[src/rtl/core/srcf_pkg.sv]
// Shared types, constants and match functions of the record class filter.
// No dependencies; used by every module of the block.
package srcf_pkg;

	localparam int SEL_PER_LIST = 16;
	localparam int NUM_LISTS    = 3;
	localparam int MEM_DEPTH    = NUM_LISTS * SEL_PER_LIST;
	localparam int ADDR_W       = (MEM_DEPTH > 1) ? $clog2(MEM_DEPTH) : 1;
	localparam int LEN_W        = 5;
	localparam int NUM_CLASSES  = 6;

	localparam logic [7:0]  CHAR_WILD = 8'h3F;
	localparam logic [7:0]  CHAR_LC_A = 8'h61;
	localparam logic [7:0]  CHAR_LC_Z = 8'h7A;
	localparam logic [7:0]  CASE_DIFF = 8'h20;
	localparam logic [15:0] BT_DET_LO = 16'd200;
	localparam logic [15:0] BT_CAL_LO = 16'd300;
	localparam logic [15:0] BT_CAL_HI = 16'd400;
	localparam logic [15:0] BT_TIM_LO = 16'd500;
	localparam logic [15:0] BT_TIM_HI = 16'd600;
	localparam logic [15:0] BT_1000   = 16'd1000;
	localparam logic [15:0] BT_2000   = 16'd2000;

	typedef enum logic [1:0] {
		ACT_LOAD      = 2'd0,
		ACT_BLOCKETTE = 2'd1,
		ACT_END       = 2'd2
	} action_e;

	typedef enum logic [2:0] {
		CLS_DATA   = 3'd0,
		CLS_DETECT = 3'd1,
		CLS_CALIB  = 3'd2,
		CLS_TIMING = 3'd3,
		CLS_LOG    = 3'd4,
		CLS_BLOCK  = 3'd5
	} rec_class_e;

	typedef struct packed {
		logic [1:0]  action;
		logic [1:0]  list_type;
		logic [3:0]  entry_index;
		logic [39:0] entry_pattern;
		logic [15:0] blockette_type;
		logic        header_ok;
		logic        rate_is_zero;
		logic        count_is_zero;
		logic [39:0] record_id;
	} in_item_t;

	typedef struct packed {
		logic       keep;
		logic [2:0] record_class;
	} out_item_t;

	// Controller to datapath
	typedef struct packed {
		logic load;
		logic blk;
		logic capture;
		logic step;
		logic emit;
		logic cfg_wr;
	} dp_cmd_t;

	// Datapath to controller
	typedef struct packed {
		logic walk_done;
	} dp_status_t;

	function automatic logic [7:0] upcase(input logic [7:0] c);
		logic [7:0] r;
		r = c;
		if (c >= CHAR_LC_A && c <= CHAR_LC_Z) begin
			r = c - CASE_DIFF;
		end
		return r;
	endfunction

	// Five independent character compares; '?' on either side matches
	function automatic logic pattern_hits(input logic [39:0] id, input logic [39:0] pat);
		logic       hit;
		logic [7:0] a;
		logic [7:0] b;
		hit = 1'b1;
		for (int k = 0; k < 5; k++) begin
			a = id[8*k +: 8];
			b = pat[8*k +: 8];
			if (a != CHAR_WILD && b != CHAR_WILD && upcase(a) != upcase(b)) begin
				hit = 1'b0;
			end
		end
		return hit;
	endfunction

endpackage

[src/rtl/core/seismic_record_class_filter_core.sv]
// Top level of the seismic record class filter.
// Depends on srcf_pkg, srcf_ctrl and srcf_dp.
//
// Usage:
//   Items enter on item when start is high and busy is low. A selector load
//   or a blockette item is taken at once; busy stays low, so these items may
//   arrive in every cycle.
//   An end-of-record item raises busy while the stored selectors of the
//   record's class are read one per cycle from the selector memory and
//   compared with record_id; done rises once the last entry has been
//   compared. When no list check is needed (or the list is empty), no
//   entry is compared. The memory read port is registered, and each entry
//   is compared from its output.
//   result carries keep and record_class in the cycle in which done is
//   high and holds them until the next result; the receiver cannot stall,
//   and a new item may be taken in that same cycle.
//   save_flags is written on cfg_data when cfg_valid and cfg_ready are both
//   high; cfg_ready is low while busy.
//   Reset clears the save flags, the list lengths and the record state;
//   selector entries hold no reset value and must be loaded before use.
module seismic_record_class_filter_core (
	input  logic                  clk,
	input  logic                  arst_n,
	input  logic                  start,
	input  srcf_pkg::in_item_t    item,
	output logic                  busy,
	output logic                  done,
	output srcf_pkg::out_item_t   result,
	input  logic                  cfg_valid,
	output logic                  cfg_ready,
	input  logic [5:0]            cfg_data
);

	srcf_pkg::dp_cmd_t    cmd;
	srcf_pkg::dp_status_t status;

	srcf_ctrl u_ctrl (
		.clk       (clk),
		.arst_n    (arst_n),
		.start     (start),
		.action    (item.action),
		.cfg_valid (cfg_valid),
		.status    (status),
		.cmd       (cmd),
		.busy      (busy),
		.cfg_ready (cfg_ready),
		.done      (done)
	);

	srcf_dp u_dp (
		.clk      (clk),
		.arst_n   (arst_n),
		.cmd      (cmd),
		.item     (item),
		.cfg_data (cfg_data),
		.status   (status),
		.result   (result)
	);

endmodule

[src/rtl/core/srcf_ctrl.sv]
// Controller of the record class filter: item decode and selector walk sequencing.
// Depends on srcf_pkg.
module srcf_ctrl (
	input  logic                   clk,
	input  logic                   arst_n,
	input  logic                   start,
	input  logic [1:0]             action,
	input  logic                   cfg_valid,
	input  srcf_pkg::dp_status_t   status,
	output srcf_pkg::dp_cmd_t      cmd,
	output logic                   busy,
	output logic                   cfg_ready,
	output logic                   done
);

	typedef enum logic {
		ST_IDLE,
		ST_WALK
	} state_e;

	state_e state_q;
	logic   done_q;
	logic   accept;

	assign busy      = (state_q != ST_IDLE);
	assign cfg_ready = (state_q == ST_IDLE);
	assign done      = done_q;
	assign accept    = start && (state_q == ST_IDLE);

	// Command decode
	always_comb begin
		cmd         = '0;
		cmd.load    = accept && (action == srcf_pkg::ACT_LOAD);
		cmd.blk     = accept && (action == srcf_pkg::ACT_BLOCKETTE);
		cmd.capture = accept && (action == srcf_pkg::ACT_END);
		cmd.step    = (state_q == ST_WALK);
		cmd.emit    = (state_q == ST_WALK) && status.walk_done;
		cmd.cfg_wr  = cfg_valid && (state_q == ST_IDLE);
	end

	// State and result strobe
	always_ff @(posedge clk or negedge arst_n) begin
		if (!arst_n) begin
			state_q <= ST_IDLE;
			done_q  <= 1'b0;
		end else begin
			done_q <= 1'b0;
			unique case (state_q)
				ST_IDLE: begin
					if (cmd.capture) begin
						state_q <= ST_WALK;
					end
				end
				ST_WALK: begin
					if (status.walk_done) begin
						state_q <= ST_IDLE;
						done_q  <= 1'b1;
					end
				end
				default: state_q <= ST_IDLE;
			endcase
		end
	end

endmodule

[src/rtl/core/srcf_dp.sv]
// Datapath of the record class filter: record state, selector memory, matcher.
// Depends on srcf_pkg.
module srcf_dp (
	input  logic                   clk,
	input  logic                   arst_n,
	input  srcf_pkg::dp_cmd_t      cmd,
	input  srcf_pkg::in_item_t     item,
	input  logic [5:0]             cfg_data,
	output srcf_pkg::dp_status_t   status,
	output srcf_pkg::out_item_t    result
);

	localparam int ADDR_W = srcf_pkg::ADDR_W;
	localparam int LEN_W  = srcf_pkg::LEN_W;

	logic [srcf_pkg::NUM_CLASSES-1:0] save_flags_q;
	logic [39:0]       sel_mem [srcf_pkg::MEM_DEPTH];
	logic [LEN_W-1:0]  len_q [srcf_pkg::NUM_LISTS];

	srcf_pkg::rec_class_e class_q;
	logic                 fixed_q;
	logic                 seen1000_q;
	logic                 seen2000_q;

	// End-of-record evaluation registers
	logic [2:0]        eval_cls_q;
	logic              pre_keep_q;
	logic              need_q;
	logic [LEN_W-1:0]  walk_len_q;
	logic [ADDR_W-1:0] base_q;
	logic [39:0]       id_q;
	logic [LEN_W-1:0]  issue_cnt_q;
	logic              hit_q;
	logic              pend_s1;
	logic [39:0]       rd_data_s1;
	srcf_pkg::out_item_t result_q;

	logic              ld_ok;
	logic [ADDR_W-1:0] wr_addr;
	logic [ADDR_W-1:0] rd_addr;
	logic              issue;
	srcf_pkg::rec_class_e cls_end;
	logic              pre_keep;
	logic              need;
	logic [LEN_W-1:0]  sel_len;
	logic [15:0]       bt;

	// Selector load decode
	assign ld_ok   = (32'(item.list_type) < srcf_pkg::NUM_LISTS)
		&& (32'(item.entry_index) < srcf_pkg::SEL_PER_LIST);
	assign wr_addr = ADDR_W'(32'(item.list_type) * srcf_pkg::SEL_PER_LIST
		+ 32'(item.entry_index));

	// Selector memory: one write port, one registered read port
	assign issue   = cmd.step && (issue_cnt_q < walk_len_q);
	assign rd_addr = base_q + ADDR_W'(issue_cnt_q);

	always_ff @(posedge clk) begin
		if (cmd.load && ld_ok) begin
			sel_mem[wr_addr] <= item.entry_pattern;
		end
		rd_data_s1 <= sel_mem[rd_addr];
	end

	// Final class and keep decision before the selector check
	always_comb begin
		cls_end = class_q;
		if (class_q == srcf_pkg::CLS_DATA && item.rate_is_zero && !item.count_is_zero) begin
			cls_end = srcf_pkg::CLS_LOG;
		end else if (class_q == srcf_pkg::CLS_DATA && item.rate_is_zero
			&& item.count_is_zero && seen2000_q) begin
			cls_end = srcf_pkg::CLS_BLOCK;
		end
		pre_keep = item.header_ok && save_flags_q[cls_end]
			&& !(cls_end == srcf_pkg::CLS_DATA
			&& (!seen1000_q || (item.rate_is_zero && item.count_is_zero)));
		unique case (cls_end)
			srcf_pkg::CLS_DATA:   sel_len = len_q[0];
			srcf_pkg::CLS_DETECT: sel_len = len_q[1];
			srcf_pkg::CLS_CALIB:  sel_len = len_q[2];
			default:              sel_len = '0;
		endcase
		need = pre_keep && (cls_end == srcf_pkg::CLS_DATA
			|| cls_end == srcf_pkg::CLS_DETECT || cls_end == srcf_pkg::CLS_CALIB);
	end

	assign bt = item.blockette_type;
	assign status.walk_done = (issue_cnt_q == walk_len_q) && !pend_s1;
	assign result = result_q;

	// Configuration, list lengths and record state
	always_ff @(posedge clk or negedge arst_n) begin
		if (!arst_n) begin
			save_flags_q <= '0;
			for (int i = 0; i < srcf_pkg::NUM_LISTS; i++) begin
				len_q[i] <= '0;
			end
			class_q    <= srcf_pkg::CLS_DATA;
			fixed_q    <= 1'b0;
			seen1000_q <= 1'b0;
			seen2000_q <= 1'b0;
		end else begin
			if (cmd.cfg_wr) begin
				save_flags_q <= cfg_data;
			end
			if (cmd.load && ld_ok) begin
				len_q[item.list_type] <= LEN_W'({1'b0, item.entry_index} + 5'd1);
			end
			if (cmd.blk && !fixed_q) begin
				priority if (bt >= srcf_pkg::BT_DET_LO && bt < srcf_pkg::BT_CAL_LO) begin
					class_q <= srcf_pkg::CLS_DETECT;
					fixed_q <= 1'b1;
				end else if (bt >= srcf_pkg::BT_CAL_LO && bt <= srcf_pkg::BT_CAL_HI) begin
					class_q <= srcf_pkg::CLS_CALIB;
					fixed_q <= 1'b1;
				end else if (bt >= srcf_pkg::BT_TIM_LO && bt < srcf_pkg::BT_TIM_HI) begin
					class_q <= srcf_pkg::CLS_TIMING;
					fixed_q <= 1'b1;
				end else if (bt == srcf_pkg::BT_1000) begin
					seen1000_q <= 1'b1;
				end else if (bt == srcf_pkg::BT_2000) begin
					seen2000_q <= 1'b1;
				end
			end
			if (cmd.capture) begin
				class_q    <= srcf_pkg::CLS_DATA;
				fixed_q    <= 1'b0;
				seen1000_q <= 1'b0;
				seen2000_q <= 1'b0;
			end
		end
	end

	// Selector walk control
	always_ff @(posedge clk or negedge arst_n) begin
		if (!arst_n) begin
			walk_len_q  <= '0;
			issue_cnt_q <= '0;
			pend_s1     <= 1'b0;
			hit_q       <= 1'b0;
		end else begin
			if (cmd.capture) begin
				walk_len_q  <= need ? sel_len : '0;
				issue_cnt_q <= '0;
				pend_s1     <= 1'b0;
				hit_q       <= 1'b0;
			end else if (cmd.step) begin
				pend_s1 <= issue;
				if (issue) begin
					issue_cnt_q <= issue_cnt_q + LEN_W'(1);
				end
				if (pend_s1 && srcf_pkg::pattern_hits(id_q, rd_data_s1)) begin
					hit_q <= 1'b1;
				end
			end
		end
	end

	// Evaluation payload and result
	always_ff @(posedge clk) begin
		if (cmd.capture) begin
			eval_cls_q <= cls_end;
			pre_keep_q <= pre_keep;
			need_q     <= need;
			id_q       <= item.record_id;
			base_q     <= ADDR_W'(32'(cls_end) * srcf_pkg::SEL_PER_LIST);
		end
		if (cmd.emit) begin
			result_q.keep         <= pre_keep_q && (!need_q || hit_q);
			result_q.record_class <= eval_cls_q;
		end
	end

endmodule

[config.mk]
export PLATFORM = sky130hd
export DESIGN_NAME = seismic_record_class_filter_core
export DESIGN_NICKNAME = d
export VERILOG_FILES = /design/src/rtl/core/srcf_pkg.sv /design/src/rtl/core/seismic_record_class_filter_core.sv /design/src/rtl/core/srcf_ctrl.sv /design/src/rtl/core/srcf_dp.sv
export SDC_FILE = /design/constraint.sdc
export NUM_CORES = 2
export LEC_CHECK = 0
export BUFFER_PORTS_ARGS = -buffer_cell sky130_fd_sc_hd__buf_4
export CAP_MARGIN = 20
export CELL_PAD_IN_SITES_DETAIL_PLACEMENT = 0
export CELL_PAD_IN_SITES_GLOBAL_PLACEMENT = 2
export CORE_UTILIZATION = 45
export CTS_CLUSTER_SIZE = 40
export DETAILED_ROUTE_END_ITERATION = 6
export GPL_ROUTABILITY_DRIVEN = 0
export HOLD_SLACK_MARGIN = 0.05
export PLACE_DENSITY_LB_ADDON = 0.1
export SLEW_MARGIN = 20
export SYNTH_ARGS = -nofsm -noshare
export SYNTH_HDL_FRONTEND = slang
export SYNTH_SLANG_ARGS = --single-unit
[constraint.sdc]
create_clock -name clk -period 4.2 [get_ports clk]
set_input_delay 0.63 -clock clk [delete_from_list [all_inputs] [get_ports clk]]
set_output_delay 0.63 -clock clk [all_outputs]
set_load 0.05 [all_outputs]
### Word level (Yosys, flattened, before mapping)

Memory sizes are Yosys's and may differ from the RTL's. A register that Yosys moved wholly into a read port is not among the register bits.
Index checks and enable logic that the tools add are counted.

* bitwise operators: 2
* eq/ne operators: 26
* magnitude comparators: 31
* multiplexer cells: 84
* $add $sub $neg: 14
* reduce and logical (&&, ||, !) cells: 70

Operator list (count)
* 8-bit two-way mux: 30
* 8-bit by 7-bit >= comparator with 1-bit output, second input constant: 10
* 8-bit by 7-bit less-or-equal comparator with 1-bit output, second input constant: 10
* 8-bit by 6-bit != test with 1-bit output, second input constant: 10
* 8-bit by 6-bit subtractor with 8-bit output, second input constant: 10
* 1-bit logical AND: 45
* 8-bit != test: 5
* 1-bit two-way mux: 37
* 16-bit by 9-bit >= comparator with 1-bit output, second input constant: 2
* 5-bit two-way mux: 5
* 3-bit two-way mux: 7
* 16-bit by 10-bit equality test with 1-bit output, second input constant: 1
* 16-bit by 11-bit equality test with 1-bit output, second input constant: 1
* 16-bit by 8-bit >= comparator with 1-bit output, second input constant: 1
* 16-bit by 9-bit less-or-equal comparator with 1-bit output, second input constant: 1
* 16-bit by 10-bit less-than comparator with 1-bit output, second input constant: 1
* 16-bit by 9-bit less-than comparator with 1-bit output, second input constant: 1
* 15-bit bitwise mux: 1
* 5-bit case mux with 3 select lines: 1
* 2-bit nonzero test: 6
* 5-bit demux with 2-bit select: 1
* 2-bit != test, second input constant: 4
* 6-bit by 4-bit adder with 6-bit output: 1
* 6-bit by 5-bit adder with 6-bit output: 1
* 24 further kinds: 35

* flip-flop bits (word level): 92
* output and inout bits: 7
* word-level logic and storage cells: 249
* bits of input ports: 117
* bits in writable memories: 1920
* memories: 1

Memories
* u_dp.sel_mem: depth 48, width 40, rd ports 1, clocked after Yosys merged registers in 1, wr ports 1, RTL line srcf_dp.sv:17 `logic [39:0] sel_mem [srcf_pkg::MEM_DEPTH];`

### Depth between registers and ports, before layout

* depth in word-level cells: 18
* gate-level depth with buffers: 10
* gate-level depth less buffers: 10

### Hierarchy

From an unflattened synthesis, not the netlist that was laid out.

* cell total of the unflattened synthesis: 3417
* area, all modules: 78984.5 µm²

By module, submodules not included
* srcf_dp: cells an instance 3405, area an instance 78850.6 µm², instances 1, seq. area each 60878.4 µm²
* srcf_ctrl: cells an instance 12, area an instance 133.9 µm², instances 1, seq. area each 50.0 µm²

### Least setup slack after synthesis

OpenSTA, ideal clock, no wires.

* path kind: register -> register
* start: register u_ctrl.state_q (netlist: u_ctrl.busy)
* end: memory u_dp.sel_mem[46][0], enable pin
* required time: 3762 ps
* stages on the path, launching flop included: 7
* buffers on the path: 0
* setup slack: 107 ps
* setup time: 438 ps
* data arrival time: 3656 ps
* clock period less this slack: 4093 ps
* cell sequence: dfrtp_1 > inv_1 > nand3_1 > a211o_1 > nor2_1 > nand3_1 > nor2_1

* cells in the longest elaborated chain, start to end: 6

RTL lines
* from (decl): RTL line srcf_ctrl.sv:21 `state_e state_q;`
* from (signal assigned): RTL line srcf_ctrl.sv:44 `state_q <= ST_IDLE;`
* from (signal assigned): RTL line srcf_ctrl.sv:51 `state_q <= ST_WALK;`
* from (signal assigned): RTL line srcf_ctrl.sv:56 `state_q <= ST_IDLE;`
* 1-bit inverter
* named net cfg_ready: RTL line seismic_record_class_filter_core.sv:30 `output logic cfg_ready,`
* 1-bit logical AND: RTL line srcf_ctrl.sv:28 `assign accept = start && (state_q == ST_IDLE);`
* 1-bit logical AND: RTL line srcf_ctrl.sv:33 `cmd.load = accept && (action == srcf_pkg::ACT_LOAD);`
* 1-bit logical AND: RTL line srcf_dp.sv:59 `if (cmd.load && ld_ok) begin`
* 1-bit two-way mux: RTL line srcf_dp.sv:59
* 1-bit two-way mux (not written as such): RTL line srcf_dp.sv:60 `sel_mem[wr_addr] <= item.entry_pattern;`
* to (decl): RTL line srcf_dp.sv:17

The timed path passes the listed nets, and every way through them passes these cells.

### Worst setup path in the final report

* start: register u_dp.issue_cnt_q[0]
* end: register u_dp.rd_data_s1[30], read port of u_dp.sel_mem

* cells in the longest elaborated chain, start to end: 1

RTL lines
* from (decl): RTL line srcf_dp.sv:32 `logic [LEN_W-1:0] issue_cnt_q;`
* from (signal assigned): RTL line srcf_dp.sv:150 `issue_cnt_q <= issue_cnt_q + LEN_W'(1);`
* 6-bit by 5-bit adder with 6-bit output: RTL line srcf_dp.sv:56 `assign rd_addr = base_q + ADDR_W'(issue_cnt_q);`
* to (decl): RTL line srcf_dp.sv:35 `logic [39:0] rd_data_s1;`

Every way passes these cells.
A chain may end at the register's enable or synchronous reset.

==> reports/results.txt <==
Status: complete, no violations
Most common cell in the netlist: edfxtp_1
Final min period: 3.52 ns
Slew headroom: 0.237
Synth cell types: 75
H-tree Lvls: 4
Slew Limit Fails: 0
Largest family of logic cells by synthesized area: multiplexers
CTS max path bufs: 3
Crit path required time: 4.87 ns
NumNets Final: 3943
Final setup skew: 0.0273 ns
Top cells by count, synth: edfxtp_1, mux4_2, nand2_1
Synthesis Warnings: 0
First-pass DRT Iterations: 7
Critical path capture point type: flip-flop
Synth area leaders: edfxtp_1, mux4_2, dfrtp_1, dfxtp_1, mux2i_1
Cells after Synth: 3418
#FFs+latches synth: 2049
Initial Util: 0.453
Hold bufs inserted after CTS: 49
Wire per inst: 32.8 um
Post-synth top area share: 0.749
Total global-route track usage: 0.238
Post_cts resized: 0
Number of synthesized flops with an enable pin: 1969
Complex-gate fraction of the synthesized area: 0.0128
Fin crit share: 0.838
Die height: 421 um
Prevailing post-synth register cell: edfxtp_1
Fin Setup TNS: 0 ns
Async set or reset register ratio after synthesis: 0.0195
Core area: 174000 sq um
IO buf count: 123
Simple-Gate Fraction of Synth Area: 0.0172
Place WS: 0.614 ns
Worst-Skew Late Latency: 0.85 ns
Setup bufs post-CTS: 0
Area growth syn-to-layout: 16.0%
Global route total overflow: 0
Share of cells above drive strength 1: 0.317
TritonCTS Buffers: 212
Die area: 177000 sq um
R2r setup slk: 0.68 ns
Worst-path clk slew: 0.06 ns
Mux contribution to synthesized area: 0.179
LEAKAGE: 28.8 nW
Synth Net Count: 3556
Worst Hold Class: in -> reg
CP arrival: 4.19 ns
WS Path Type: reg -> reg
Post-route ant nets: 0
Largest net degree at the start of global routing: 81
Seq/Total Area, Yosys: 0.772
Starting DRT DRC Count: 3874
Clock root buffer: clkbuf_16
Area leader, netlist: edfxtp_1
Max Cap Violations: 0
Worst-Margin Slew: 1.13 ns
Pwr dens: 620 nW/um^2
Vias in the first global route: 38.7k
# IOs: 124
Max Clk Rate: 0.284 GHz
RSZ-0062 raised after global routing: false
Fillers: 13.4k
Netlist Area Pre-Place: 78900 sq um
Area share of fa/ha/maj cells after synthesis: 0.00333
# DRC: 0
CTS tree: built
CP Launch Type: flip-flop
Hpwl dp: 123000 um
Chip width: 421 um
Syn avg cell area: 23.1 sq um
Vias per cell: 5.92
Final Setup Violations: 0
WL final: 207000 um
Final hold violation count: 0
# rows: 153
Total number of vias: 37.4k
Peak fanout along the critical path: 25
Final WS setup: 0.681 ns
Peak VDD IR: 0.387 mV
Clock sink total: 2049
Post-Synth XOR/XNOR Area: 0.00555
First-pass GRT wire length: 292000 um
Initial antenna violation count: 14
## layout by cell type, fill, tap and decap left out, drive strengths merged, types with 7 or more instances in the layout
cell type    instances
edfxtp            1969
mux2i               50
mux4               600
clkbuf             288
nor2b                8
bufinv              17
nand4               14
dlygate4sd3         49
xnor2               28
mux2                 8
o21ai               64
dfxtp               40
nor3                22
nor2                87
inv                 50
ha                  21
or4                  9
a21oi               21
buf                281
clkinv              79
dfrtp               40
o22ai                7
nand2               97
nand3               16
or3                  7
nor4                 8
xor2                22
## worst max-delay path, stage by stage, from the launching register on
cell and delay, ns:
dfrtp_4 0.96, buf_4 0.57, mux4_2 0.57, mux4_2 0.51, mux2i_1 0.47, o21ai_1 0.23
## state kept, by name, summed over array words and instances (netlist names), 2 cells and up
| name | cells |
|---|---|
| u_dp.sel_mem | 1920 |
| u_dp.id_q | 40 |
| u_dp.rd_data_s1 | 40 |
| u_dp.len_q | 15 |
| u_dp.save_flags_q | 6 |
| u_dp.issue_cnt_q | 5 |
| u_dp.walk_len_q | 5 |
| u_dp.result | 4 |
| u_dp.eval_cls_q | 3 |
| u_dp.class_q | 2 |
## routing by layer
layer	part of all wire	vias up	wire length, um	global-route usage
li1	-	15400	-	-
met1	0.42	20400	87200	0.337
met2	0.48	1362	99500	0.376
met3	0.074	263	15400	0.0523
met4	0.024	6	4880	0.0639
met5	0.00023	-	47	0
## metrics by stage
stage / total power, mW / hold slack (ns) / area, sq um / std cells / util
after floorplan: 33.3 / 0.334 / 78900 / 3418 / -
after global placement: 38.8 / 0.406 / 84200 / 5867 / 0.484
after detailed placement: 39.0 / 0.417 / 84200 / 5867 / 0.484
after CTS: 57.4 / 0.0536 / 91500 / 6310 / 0.526
after global routing: 58.8 / 0.0905 / 91500 / 6310 / 0.526
final: 56.7 / 0.132 / 91600 / 6313 / 0.526
## logic make-up after synthesis
kind of cell / Yosys count
adders and majority gates: 21
buffers and inverters: 199
xor gates and xnor gates: 50
muxes: 658
and+or+nand+nor: 290
DFF: 2049
AOI/OAI and AO/OA: 151
## final timing paths
| path | startpoint | to | depth (start not counted) |
|---|---|---|---|
| setup reg to reg | u_dp.issue_cnt_q[0] | u_dp.rd_data_s1[30] | 5 |
| setup / recovery | u_dp.issue_cnt_q[0] | u_dp.rd_data_s1[30] | 5 |
| max in group asynchronous | arst_n | u_dp.issue_cnt_q[0] | 2 |
| min in group asynchronous | arst_n | u_dp.save_flags_q[5] | 2 |
| hold / removal | item[103] | u_dp.len_q[11] | 4 |
| hold reg to reg | u_dp.eval_cls_q[2] | u_dp.result[2] | 0 |
## layout make-up
cell class,instances,area [sq um],area share
Sequential cell,2049,60900,0.666
Multi-Input combinational cell,1170,17600,0.192
Clock buffer,288,5860,0.0640
Timing Repair Buffer,330,3130,0.0341
Tap cell,2325,2910,0.0318
Clock inverter,106,991,0.0108
Inverter,42,158,0.00172
Antenna cell,3,7.51,0.0000820
## where the power goes
| part | switching [mW] | internal [mW] |
|---|---|---|
| Combinational | 7.47 | 7.05 |
| Sequential | 0.936 | 22.8 |
| Clock | 7.69 | 10.8 |
Note: power is estimated with default switching activity, not from simulation.
